==> src/design/life_grid_generation_step_macros.svh <==
// Assertion helpers used by life_grid_generation_step.
`ifndef LIFE_GRID_GENERATION_STEP_MACROS_SVH
`define LIFE_GRID_GENERATION_STEP_MACROS_SVH

// Same-cycle implication, checked out of reset.
`define LGS_ASSERT_NOW(lbl, ante, cons) \
    lbl: assert property (@(posedge clk) disable iff (!rst_n) (ante) |-> (cons)) \
        else $error("lgs assertion failed");

// Next-cycle implication, checked out of reset.
`define LGS_ASSERT_NEXT(lbl, ante, cons) \
    lbl: assert property (@(posedge clk) disable iff (!rst_n) (ante) |=> (cons)) \
        else $error("lgs assertion failed");

`endif

==> src/design/lgs_pkg.sv <==
`timescale 1ns / 1ps
package lgs_pkg;

    localparam int OP_W     = 2;
    localparam int COORD_W  = 6;
    localparam int CFG_W    = 7;
    localparam int APB_W    = 32;
    localparam int PADDR_W  = 3;
    localparam int COUNT_W  = 4;

    typedef enum logic [OP_W-1:0] {
        OP_TOGGLE = 2'd0,
        OP_SET    = 2'd1,
        OP_READ   = 2'd2,
        OP_STEP   = 2'd3
    } op_t;

    typedef enum logic [1:0] {
        ST_IDLE,
        ST_EDIT,
        ST_SWEEP,
        ST_REPLY
    } state_t;

    typedef struct packed {
        logic clear;
        logic shift;
    } cell_ctrl_t;

    localparam logic REG_COLUMNS = 1'b0;
    localparam logic REG_ROWS    = 1'b1;

    localparam logic [CFG_W-1:0] COLUMNS_RESET = 7'd50;
    localparam logic [CFG_W-1:0] ROWS_RESET    = 7'd50;

    localparam logic [COUNT_W-1:0] BIRTH_COUNT  = 4'd3;
    localparam logic [COUNT_W-1:0] SURVIVE_LOW  = 4'd2;
    localparam logic [COUNT_W-1:0] SURVIVE_HIGH = 4'd3;

endpackage

==> src/design/lgs_cell.sv <==
`timescale 1ns / 1ps
module lgs_cell
    import lgs_pkg::*;
(
    input  logic       clk,
    input  logic       rst_n,
    input  cell_ctrl_t ctrl,
    input  logic       active,
    input  logic       below,
    input  logic [1:0] left_sum,
    input  logic [1:0] right_sum,
    output logic [1:0] col_sum,
    output logic       next_bit
);

    logic               above_reg;
    logic               above_next;
    logic               cur_reg;
    logic               cur_next;
    logic               self_bit;
    logic [COUNT_W-1:0] neighbors;

    always_ff @(posedge clk or negedge rst_n)
    begin
        if (!rst_n)
        begin
            above_reg <= 1'b0;
            cur_reg   <= 1'b0;
        end
        else
        begin
            above_reg <= above_next;
            cur_reg   <= cur_next;
        end
    end

    always_comb
    begin
        above_next = above_reg;
        cur_next   = cur_reg;
        if (ctrl.clear)
        begin
            above_next = 1'b0;
            cur_next   = 1'b0;
        end
        else if (ctrl.shift)
        begin
            above_next = cur_reg;
            cur_next   = below;
        end
    end

    // dead outside the active columns
    assign self_bit = cur_reg & active;
    assign col_sum  = active ? (2'(above_reg) + 2'(cur_reg) + 2'(below)) : 2'd0;
    assign neighbors = COUNT_W'(left_sum) + COUNT_W'(right_sum) + COUNT_W'(col_sum)
                     - COUNT_W'(self_bit);

    always_comb
    begin
        if (!active)
            next_bit = cur_reg;
        else if (self_bit)
            next_bit = (neighbors == SURVIVE_LOW) || (neighbors == SURVIVE_HIGH);
        else
            next_bit = (neighbors == BIRTH_COUNT);
    end

endmodule

==> src/design/lgs_cell_row.sv <==
`timescale 1ns / 1ps
module lgs_cell_row
    import lgs_pkg::*;
#(
    parameter int COLUMNS = 64
)
(
    input  logic               clk,
    input  logic               rst_n,
    input  cell_ctrl_t         ctrl,
    input  logic [COLUMNS-1:0] active,
    input  logic [COLUMNS-1:0] below_row,
    output logic [COLUMNS-1:0] next_row
);

    logic [1:0] sums [COLUMNS];

    for (genvar c = 0; c < COLUMNS; c++)
    begin : g_cell
        logic [1:0] left_sum;
        logic [1:0] right_sum;

        if (c == 0)
        begin : g_left_edge
            assign left_sum = 2'd0;
        end
        else
        begin : g_left
            assign left_sum = sums[c-1];
        end

        if (c == COLUMNS - 1)
        begin : g_right_edge
            assign right_sum = 2'd0;
        end
        else
        begin : g_right
            assign right_sum = sums[c+1];
        end

        lgs_cell u_cell (
            .clk       (clk),
            .rst_n     (rst_n),
            .ctrl      (ctrl),
            .active    (active[c]),
            .below     (below_row[c]),
            .left_sum  (left_sum),
            .right_sum (right_sum),
            .col_sum   (sums[c]),
            .next_bit  (next_row[c])
        );
    end

endmodule

==> config.mk <==
export PLATFORM = sky130hd
export DESIGN_NAME = lgs_cell_row
export DESIGN_NICKNAME = d
export VERILOG_FILES = /design/src/design/life_grid_generation_step_macros.svh /design/src/design/lgs_pkg.sv /design/src/design/lgs_cell.sv /design/src/design/lgs_cell_row.sv
export SDC_FILE = /design/constraint.sdc
export NUM_CORES = 1
export LEC_CHECK = 0
export CAP_MARGIN = 5
export CELL_PAD_IN_SITES_DETAIL_PLACEMENT = 0
export CELL_PAD_IN_SITES_GLOBAL_PLACEMENT = 2
export CORE_MARGIN = 2
export CORE_UTILIZATION = 46
export CTS_BUF_LIST = sky130_fd_sc_hd__clkbuf_8
export CTS_CLUSTER_SIZE = 10
export DETAILED_ROUTE_END_ITERATION = 6
export DONT_BUFFER_PORTS = 1
export PLACE_DENSITY = 0.88
export SYNTH_ARGS = -nofsm -noshare
export SYNTH_HDL_FRONTEND = slang
export SYNTH_HIERARCHICAL = 1
export SYNTH_SLANG_ARGS = --single-unit
==> constraint.sdc <==
create_clock -name clk -period 8.2 [get_ports clk]
set_input_delay 1.64 -clock clk [delete_from_list [all_inputs] [get_ports clk]]
set_output_delay 1.64 -clock clk [all_outputs]
set_load 0.03 [all_outputs]
After elaboration in Yosys (flattened, before gate mapping)
Index checks and enable logic that the tools add are counted.
{"block": "word_totals", "regBits": 128, "latchBits": 0, "ramBits": 0, "mem_bits_ro": 0, "input_bits": 132, "wordCells": 1151, "memories": 0}
{"block": "op_classes", "n_addsub": 318, "n_mul": 0, "div": 0, "order_cmp": 0, "eq_ne": 128, "n_shift": 0, "muxes": 448, "bitwise_logic": 64, "n_reduce_logical": 65}
{"op": "$eq A4 B2 Y1 const B", "n": 128}
{"op": "$mux W1", "n": 384}
{"op": "$sub A4 B1 Y4", "n": 64}
{"op": "$add A4 B2 Y4", "n": 62}
{"op": "$add A2 B2 Y3", "n": 64}
{"op": "$add A1 B1 Y2", "n": 64}
{"op": "$add A2 B1 Y2", "n": 64}
{"op": "$mux W2", "n": 64}
{"op": "$and A1 B1 Y1", "n": 64}
{"op": "$logic_or A1 B1 Y1", "n": 64}
{"op": "$reduce_bool A2 Y1", "n": 1}

Depth between registers and ports, before layout
Gate-level depths: netlist (run 1).
{"block": "depth", "ltp_word": 10, "ltp_mapped": 12, "ltp_nobuf": 12}

By module
Netlist (run 1), hierarchy kept.
{"mod": "lgs_cell", "n_inst": 64, "cells_per_inst": 28, "area_each_um2": 270.3, "seq_area_each_um2": 50.0}
{"mod": "lgs_cell_row", "n_inst": 1, "cells_per_inst": 1, "area_each_um2": 3.8, "seq_area_each_um2": 0.0}

Worst setup path before layout (run 1)
OpenSTA, ideal clock, no wires.
{"block": "synth_path", "path_kind": "input-to-output", "start": "in below_row[1]", "end": "out next_row[0]", "t_arrival_ns": 4.569, "path_slack_ns": 1.991, "cell_stages": 11, "cell_sequence": "fa_1 -> and2_1 -> inv_1 -> ha_1 -> fa_1 -> inv_1 -> ha_1 -> inv_1 -> fa_1 -> a21boi_0 -> a211oi_1"}
{"block": "synth_between", "elab_chain_cells": 8, "elab_cells_between_ends": 9}
{"item": "start: declaration", "line": "lgs_cell_row.sv:12", "rtl": "input logic [COLUMNS-1:0] below_row,"}
{"item": "$add A2 B1 Y2 (*)", "line": "lgs_cell.sv:55", "rtl": "assign col_sum = active ? (2'(above_reg) + 2'(cur_reg) + 2'(below)) : 2'd0;"}
{"item": "$mux W2 (*)", "line": "lgs_cell.sv:55"}
{"item": "net g_cell[0].right_sum[0]", "line": "lgs_cell_row.sv:21", "rtl": "logic [1:0] right_sum;"}
{"item": "$add A2 B2 Y3 (*)", "line": "lgs_cell.sv:56", "rtl": "assign neighbors = COUNT_W'(left_sum) + COUNT_W'(right_sum) + COUNT_W'(col_sum)"}
{"item": "$sub A4 B1 Y4 (*)", "line": "lgs_cell.sv:57", "rtl": "- COUNT_W'(self_bit);"}
{"item": "$eq A4 B2 Y1 (on tied branches)", "line": "lgs_cell.sv:64, lgs_cell.sv:66"}
{"item": "$logic_or A1 B1 Y1", "line": "lgs_cell.sv:64", "rtl": "next_bit = (neighbors == SURVIVE_LOW) || (neighbors == SURVIVE_HIGH);"}
{"item": "$mux W1 (*)", "line": "lgs_cell.sv:63", "rtl": "else if (self_bit)"}
{"item": "$mux W1 (*)", "line": "lgs_cell.sv:61", "rtl": "if (!active)"}
{"item": "end: declaration", "line": "lgs_cell_row.sv:13", "rtl": "output logic [COLUMNS-1:0] next_row"}
The timed path passes the listed nets; every way through them passes the cells marked *.

Worst setup path in the final report (run 1)
{"block": "layout_path", "start": "in below_row[5]", "end": "out next_row[4]"}
{"block": "layout_between", "elab_chain_cells": 9, "elab_cells_between_ends": 10}
{"item": "$add A2 B1 Y2 (*)", "line": "lgs_cell.sv:55"}
{"item": "$mux W2 (*)", "line": "lgs_cell.sv:55"}
{"item": "net g_cell[4].right_sum[0]", "line": "lgs_cell_row.sv:21"}
{"item": "$add A2 B2 Y3 (*)", "line": "lgs_cell.sv:56"}
{"item": "$add A4 B2 Y4 (*)", "line": "lgs_cell.sv:56"}
{"item": "$sub A4 B1 Y4 (*)", "line": "lgs_cell.sv:57"}
{"item": "$eq A4 B2 Y1 (on tied branches)", "line": "lgs_cell.sv:64, lgs_cell.sv:66"}
{"item": "$logic_or A1 B1 Y1", "line": "lgs_cell.sv:64"}
{"item": "$mux W1 (*)", "line": "lgs_cell.sv:63"}
{"item": "$mux W1 (*)", "line": "lgs_cell.sv:61"}
Marked as above.

==> results.toml, run 1 <==
[run_status]
outcome = "completed"

[worst_setup_path]
worst_setup_path_end_kind = "output pin"
crit_type = "in -> out"
crit_slowest_cell = "a211oi_1"
crit_chain = "fa_1 -> and2_1 -> inv_1 -> ha_1 -> fa_1 -> inv_1 -> ha_1 -> inv_1 -> fa_1 -> a21boi_0 -> a211oi_1"
required_ps = 6560
crit_path_max_fanout = 3
worstPathArrival_ps = 4870
worst_setup_path_start_kind = "primary input"
cpPeakStageDelay_ps = 940

[global_routing]
antenna_found_initial = 0
grt_first_pass_wirelength_um = 57400
grt_pass1_vias = 12200
overflow = 0
grt_start_max_net_pins = 129
globalRouteTotalUtil = 0.185

[yosys]
yosysMostFrequentCell = "inv_1"
synth_top_area_cell = "fa_1"
synth_area_per_cell_um2 = 9.65
syn_area_um2 = 17300
ys_seq_area_frac = 0.185
yosysWarnings = 6
async_reset_ff_frac = 1.00
syn_inst = 1793
synth_edf_count = 0
synthTopCellsByArea = "fa_1 30%, dfrtp_1 19%, ha_1 14%, inv_1 11%, mux2i_1 7.4%"
synth_top_area_share = 0.296
synth.distinct_cells = 13
ys_ff_latch = 128
synth_common_cells = "512 x inv_1, 256 x fa_1, 192 x ha_1"
synth_flop_cell = "dfrtp_1"

[pwr]
leakage_uw = 0.0101
ir_drop_v = 0.000107
power-per-cell-area_nw_per_um2 = 117

[floorplanning]
die_h_um = 198
fp-row-count = 71
coreArea_um2 = 37300
start_util = 0.464
ios = 196
die_w_um = 198
dieArea_um2 = 39200

[sta]
worstMarginPinSlew_ps = 1170
clock_skew_ps = 10.7
final.setup.tns_ps = 0
setup_viol = 0
fin_crit_ps = 6510
layout_worst_path_cycle_share = 0.794
rsz0062_at_grt = "no"
drv_slew = 0
fmax_mhz = 154
hold_viol_final = 0
slew_headroom = 0.212

[cts]
cts.repair.resized = 0
postCtsHoldBufs = 0
clk_latency_ps = 500
cts_setup_buffers = 0
clkTransAtPathRegs_ps = 70
clock_path_buffers = 2
h-tree-depth = 4
clock_sinks = 128
cts_buffers = 17
tritoncts = "yes"
root_buffer = "clkbuf_8"

[detailed_routing]
routedWlPerCell_um = 14.3
wl_um = 33200
dr.pass1.iters = 4
drt_iter0_drc = 255
drc = 0
vias_per_cell = 4.84
antenna_left = 0
vias = 11200

[layout]
diodes = 0
fillers = 3582
drive_above_1_share = 0.0228
final_nets = 2410
areaGrowthSynthToFinish_pct = 6.28
fin_area_um2 = 18400

[placement]
hpwl_um = 27500
port_buffers = 0
dpl_cell_area_um2 = 18000
gp_congestion = 0.789

[flow_run]
max_cap_viol_count = 0

[hold_path]
hold_class = "reg -> reg"
[power by group]
| part | leakage [uW] | internal (uW) | total [uW] | switching, uW |
|---|---|---|---|---|
| registers | 0.00173 | 659 | 693 | 34.0 |
| clock network | 0.000211 | 275 | 543 | 267 |
| logic | 0.00815 | 386 | 923 | 537 |
[layout by cell type (no fill, tap or decap)]
| cell | n |
|---|---|
| inv_1 | 517 |
| fa_1 | 256 |
| ha_1 | 192 |
| and2_1 | 128 |
| mux2i_1 | 128 |
| nor2_1 | 128 |
| dfrtp_1 | 128 |
| nand2_1 | 64 |
| xnor2_1 | 64 |
| a21boi_0 | 64 |
| a21oi_1 | 64 |
| a211oi_1 | 63 |
| clkbuf_8 | 19 |
| buf_4 | 15 |
| clkinv_2 | 5 |
| conb_1 | 4 |
| bufinv_16 | 2 |
| a211oi_2 | 1 |
[layout make-up]
| type | instances | area, um^2 | area share |
|---|---|---|---|
| timing repair buffer | 15 | 113 | 0.00612 |
| tap | 474 | 593 | 0.0323 |
| multi-input combinational | 1156 | 12200 | 0.663 |
| clock buffer | 19 | 262 | 0.0142 |
| clock inverter | 12 | 104 | 0.00565 |
| sequential | 128 | 3200 | 0.174 |
| inverter | 512 | 1920 | 0.105 |
[metal layers]
layer	wire, um	up-vias	GRT usage
met4	667	0	0.0574
met5	0	-	0
met3	2120	31	0.0584
met2	16100	139	0.313
li1	-	5573	-
met1	14300	5457	0.224
[cell families (layout without fill, tap and decap cells)]
| logic type | Yosys count | count (layout) | synth area share |
|---|---|---|---|
| buffers and inverters | 512 | 558 | 0.111 |
| adders and majority gates | 448 | 448 | 0.435 |
| and+or+nand+nor | 320 | 320 | 0.0879 |
| AOI/OAI and AO/OA | 192 | 192 | 0.0741 |
| muxes | 128 | 128 | 0.0741 |
| DFF | 128 | 128 | 0.185 |
| xor gates and xnor gates | 64 | 64 | 0.0324 |
| other | 1 | 4 | 0.000217 |
[critical path: cells and delay by family]
family,cells,cell delay [ps]
AO/OA/AOI/OAI,2,1030
adder cells (fa/ha/maj),5,1760
AND/OR/NAND/NOR,1,250
buffers and inverters,3,190
[per-stage QoR]
step	instances	power, uW	setup WS [ps]	util	hold slack [ps]
after floorplan	1796	1440	1990	-	521
after global placement	2285	1610	1730	0.483	537
after detailed placement	2285	1650	1690	0.483	548
after CTS	2316	2210	1680	0.493	566
after global routing	2316	2370	1520	0.493	583
final	2316	2160	1690	0.493	556
[final timing paths]
path                                                      endpoint  slack (ps)  cells after the start                               startpoint
setup / recovery                                       next_row[4]        1690                     11                             below_row[5]
max in group asynchronous    g_cell[33].u_cell/cur_reg$_DFFE_PN0P_        7040                      0                                    rst_n
min in group asynchronous    g_cell[58].u_cell/cur_reg$_DFFE_PN0P_         830                      0                                    rst_n
hold reg to reg            g_cell[28].u_cell/above_reg$_DFFE_PN0P_         560                      2  g_cell[28].u_cell/above_reg$_DFFE_PN0P_
hold / removal             g_cell[28].u_cell/above_reg$_DFFE_PN0P_         560                      2  g_cell[28].u_cell/above_reg$_DFFE_PN0P_
setup reg to reg            g_cell[5].u_cell/above_reg$_DFFE_PN0P_        7410                      2     g_cell[5].u_cell/cur_reg$_DFFE_PN0P_
Note: power is estimated with default switching activity, not from simulation.
==> inputs of run 2 (changes only) <==
--- a/config.mk
+++ b/config.mk
@@ -9,12 +9,12 @@
 export CELL_PAD_IN_SITES_DETAIL_PLACEMENT = 0
 export CELL_PAD_IN_SITES_GLOBAL_PLACEMENT = 2
 export CORE_MARGIN = 2
-export CORE_UTILIZATION = 46
+export CORE_UTILIZATION = 43
 export CTS_BUF_LIST = sky130_fd_sc_hd__clkbuf_8
 export CTS_CLUSTER_SIZE = 10
 export DETAILED_ROUTE_END_ITERATION = 6
 export DONT_BUFFER_PORTS = 1
-export PLACE_DENSITY = 0.88
+export PLACE_DENSITY = 0.83
 export SYNTH_ARGS = -nofsm -noshare
 export SYNTH_HDL_FRONTEND = slang
 export SYNTH_HIERARCHICAL = 1
==> constraint.sdc (replaced) <==
create_clock -name clk -period 6.8 [get_ports clk]
set_input_delay 1.36 -clock clk [delete_from_list [all_inputs] [get_ports clk]]
set_output_delay 1.36 -clock clk [all_outputs]
set_load 0.03 [all_outputs]
==> run 2 against run 1 <==
Wire length rose by 2.6%. Die area rose by 6.8%. Via count rose by 1.5%. Setup slack got worse by 400 ps. Global-route usage fell by 0.62 points. Clock power rose by 13%. Register-to-register slack got worse by 1400 ps. Clock skew barely moved. Non-clock buffer count rose by 49. Sequential share of layout area fell by 0.37 points. Combinational power rose by 29%. Critical path type unchanged. Critical endpoint is now next_row[5]. Largest cell class unchanged.
==> results.toml, run 2 (same netlist as run 1, synthesis figures left out) <==
[cts]
clock_path_buffers = 2
clk_latency_ps = 540
clkTransAtPathRegs_ps = 80
clock_sinks = 128
cts.repair.resized = 0
root_buffer = "clkbuf_8"
postCtsHoldBufs = 0
cts_setup_buffers = 0
tritoncts = "yes"
cts_buffers = 17
h-tree-depth = 4

[worst_setup_path]
crit_type = "in -> out"
required_ps = 5440
worst_setup_path_start_kind = "primary input"
crit_path_max_fanout = 3
worst_setup_path_end_kind = "output pin"
reg2reg_depth = 2
worstPathArrival_ps = 4150

[detailed_routing]
vias = 11400
dr.pass1.iters = 4
drc = 0
wl_um = 34100
antenna_left = 0
vias_per_cell = 4.70
drt_iter0_drc = 258
routedWlPerCell_um = 14.1

[layout]
areaGrowthSynthToFinish_pct = 8.60
layout_common_cells = "515 x inv_1, 256 x fa_1, 192 x ha_1"
final_common_cell = "inv_1"
drive_above_1_share = 0.0492
final_nets = 2459

[sta]
timing.hold.ws_ps = 504
finalWorstSetupSlack_ps = 1290
final.setup.tns_ps = 0
hold_viol_final = 0
clock_skew_ps = 10.2
rsz0062_at_grt = "no"
setup_viol = 0
fmax_mhz = 181
drv_slew = 0
fin_crit_ps = 5510
layout_worst_path_cycle_share = 0.811

[floorplanning]
dieArea_um2 = 41900
fp-row-count = 73
start_util = 0.435
ios = 196
die_h_um = 205
die_w_um = 205
coreArea_um2 = 39700

[global_routing]
grt_start_max_net_pins = 129
antenna_found_initial = 0
globalRouteTotalUtil = 0.179
grt_pass1_vias = 12400
grt_first_pass_wirelength_um = 59100
overflow = 0

[pwr]
power-per-cell-area_nw_per_um2 = 140
leakage_uw = 0.0103
power_uw = 2630
ir_drop_v = 0.000133

[hold_path]
hold_class = "in -> async"

[flow_run]
max_cap_viol_count = 0

[placement]
port_buffers = 0
place_ws_ps = 1250
hpwl_um = 27500
gp_congestion = 0.815

[run_status]
outcome = "completed"
## run 2: path summary, 6_finish.rpt
| check | slack, ps | endpoint | start |
|---|---|---|---|
| worst max-delay path | 1290 | next_row[5] | below_row[6] |
| worst min-delay path | 500 | g_cell[57].u_cell/above_reg$_DFFE_PN0P_ | rst_n |
| worst max register to register | 6020 | g_cell[42].u_cell/above_reg$_DFFE_PN0P_ | g_cell[42].u_cell/cur_reg$_DFFE_PN0P_ |
| worst min register to register | 560 | g_cell[48].u_cell/above_reg$_DFFE_PN0P_ | g_cell[48].u_cell/above_reg$_DFFE_PN0P_ |
| max in group asynchronous | 6120 | g_cell[8].u_cell/above_reg$_DFFE_PN0P_ | rst_n |
| min in group clk | 560 | g_cell[48].u_cell/above_reg$_DFFE_PN0P_ | g_cell[48].u_cell/above_reg$_DFFE_PN0P_ |
## run 2: area by class of cell
| type | count | area, um^2 |
|---|---|---|
| Antenna cell | 1 | 2.50 |
| Clock buffer | 19 | 262 |
| Clock inverter | 13 | 75.1 |
| Fill cell | 3816 | 20900 |
| Inverter | 512 | 1920 |
| Multi-Input combinational cell | 1156 | 12200 |
| Sequential cell | 128 | 3200 |
| Tap cell | 525 | 657 |
| Timing Repair Buffer | 64 | 480 |
## run 2: through the flow
| stage | utilization | area (um^2) | cells |
|---|---|---|---|
| 2_1_floorplan | - | 17300 | 1796 |
| 3_3_place_gp | 0.464 | 18400 | 2385 |
| 3_5_place_dp | 0.464 | 18400 | 2385 |
| 4_1_cts | 0.473 | 18800 | 2417 |
| 5_1_grt | 0.473 | 18800 | 2417 |
| 6_report | 0.473 | 18800 | 2418 |
## run 2: routing by layer
layer	GRT usage	share of wire	up-vias
met2	0.293	0.47	132
met1	0.222	0.45	5538
met3	0.0612	0.063	36
met4	0.0515	0.015	0
li1	-	-	5667
met5	0	0	-
## run 2: report_power, final
part,total (uW),leakage (uW),internal (uW),switching [uW]
clock network,613,0.000177,262,351
logic,1190,0.00840,528,658
registers,836,0.00173,795,41.0
## run 2: worst max-delay path: stages
cell      delay (ps)
fa_1             520
and2_1           250
inv_1             70
ha_1             210
fa_1             420
inv_1             70
ha_1             150
inv_1             50
fa_1             470
a21boi_0          80
a211oi_1         270
buf_4            220
==> inputs of run 3 (changes only) <==
==> constraint.sdc (replaced) <==
create_clock -name clk -period 5.15 [get_ports clk]
set_input_delay 1.03 -clock clk [delete_from_list [all_inputs] [get_ports clk]]
set_output_delay 1.03 -clock clk [all_outputs]
set_load 0.03 [all_outputs]
==> run 3 against run 2 <==
Critical path depth unchanged. Final cell count about the same. Die area unchanged. Core utilization up 0.33 points. Design area is 0.71% higher. Clock power rose by 70%. Wire length stayed put. Sequential share of layout area decreased by 0.12 points. Combinational power is 31% higher. Register-to-register slack got worse by 1600 ps. Setup slack worse by 1000 ps. Highest routed layer unchanged.
==> results.toml, run 3 (same netlist as run 1, synthesis figures left out) <==
[layout]
regArea_um2 = 3200
layout_common_cells = "513 x inv_1, 256 x fa_1, 192 x ha_1"
final_common_cell = "inv_1"
multi_input_area_um2 = 12200
diodes = 0
final_nets = 2462
fillers = 3837
drive_above_1_share = 0.0517
stdcell_count = 2420
areaGrowthSynthToFinish_pct = 9.37

[sta]
hold_viol_final = 0
drv_slew = 0
fmax_mhz = 205
setup_viol = 0
timing.hold.ws_ps = 153
layout_worst_path_cycle_share = 0.945
clock_skew_ps = 12.4
fin_crit_ps = 4870
rsz0062_at_grt = "no"
final.setup.tns_ps = 0

[cts]
tritoncts = "yes"
h-tree-depth = 4
postCtsHoldBufs = 0
clkTransAtPathRegs_ps = 90
root_buffer = "clkbuf_8"
clock_path_buffers = 2
cts.repair.resized = 0
cts_setup_buffers = 0
cts_buffers = 17
clk_latency_ps = 560
clock_sinks = 128

[floorplanning]
dieArea_um2 = 41900
start_util = 0.435
die_h_um = 205
ios = 196
coreArea_um2 = 39700
fp-row-count = 73
die_w_um = 205

[placement]
port_buffers = 0
hpwl_um = 27700
placedCellCount = 2388
gp_congestion = 0.817

[worst_setup_path]
critPathBufInv = 4
crit_family = "adder cells"
worst_setup_path_start_kind = "primary input"
required_ps = 4120
crit_type = "in -> out"
worstPathArrival_ps = 3840
crit_chain = "fa_1 -> and2_1 -> inv_1 -> ha_1 -> fa_1 -> inv_1 -> ha_1 -> inv_1 -> fa_1 -> a21boi_0 -> a211oi_1 -> buf_4"
crit_slowest_cell = "fa_1"
cpPeakStageDelay_ps = 520
worst_setup_path_end_kind = "output pin"
crit_path_max_fanout = 3

[pwr]
power-per-cell-area_nw_per_um2 = 196
power_uw = 3700
ir_drop_v = 0.000168
leakage_uw = 0.0104

[hold_path]
hold_class = "in -> async"

[global_routing]
grt_first_pass_wirelength_um = 59300
globalRouteTotalUtil = 0.180
overflow = 0
grt_pass1_vias = 12500
antenna_found_initial = 0
grt_start_max_net_pins = 129

[detailed_routing]
wl_um = 34100
antenna_left = 0
dr.pass1.iters = 4
routedWlPerCell_um = 14.1
vias = 11400
drc = 0
vias_per_cell = 4.72
drt_iter0_drc = 355

[flow_run]
max_cap_viol_count = 0

[run_status]
outcome = "completed"
## run 3: layout make-up
| class | instances | area share |
|---|---|---|
| clock buffer | 21 | 0.0153 |
| tap | 525 | 0.0347 |
| multi-input combinational | 1156 | 0.644 |
| timing repair buffer | 67 | 0.0266 |
| inverter | 512 | 0.102 |
| clock inverter | 11 | 0.00846 |
| sequential | 128 | 0.169 |
## run 3: final timing paths
| kind | start | to | slack [ps] | cells past startpoint |
|---|---|---|---|---|
| worst max-delay path | below_row[20] | next_row[19] | 280 | 12 |
| worst min-delay path | rst_n | g_cell[58].u_cell/above_reg$_DFFE_PN0P_ | 150 | 0 |
| worst max register to register | g_cell[5].u_cell/cur_reg$_DFFE_PN0P_ | g_cell[5].u_cell/above_reg$_DFFE_PN0P_ | 4370 | 2 |
| worst min register to register | g_cell[19].u_cell/above_reg$_DFFE_PN0P_ | g_cell[19].u_cell/above_reg$_DFFE_PN0P_ | 560 | 2 |
| max in group asynchronous | rst_n | g_cell[19].u_cell/cur_reg$_DFFE_PN0P_ | 4740 | 0 |
| min in group clk | ctrl[1] | g_cell[57].u_cell/cur_reg$_DFFE_PN0P_ | 520 | 1 |
## run 3: per-layer routing
metal,global-route usage,part of all wire,vias up
li1,-,-,5674
met1,0.222,0.44,5601
met2,0.301,0.48,133
met3,0.0562,0.062,23
met4,0.0546,0.014,0
met5,0,0,-
## run 3: power breakdown
part           internal (uW)  total [uW]  switching [uW]
clock network            573        1040             463
logic                    697        1560             866
registers               1050        1100            53.9
total                   2320        3700            1380
## run 3: stage by stage
| step | setup slack, ps | cell area (um^2) | utilization |
|---|---|---|---|
| 6_report | 283 | 18900 | 0.476 |
| 3_5_place_dp | 274 | 18500 | 0.465 |
| 4_1_cts | 233 | 18900 | 0.476 |
| 5_1_grt | 75.5 | 18900 | 0.476 |
| 3_3_place_gp | 310 | 18500 | 0.465 |
| 2_1_floorplan | 161 | 17300 | - |
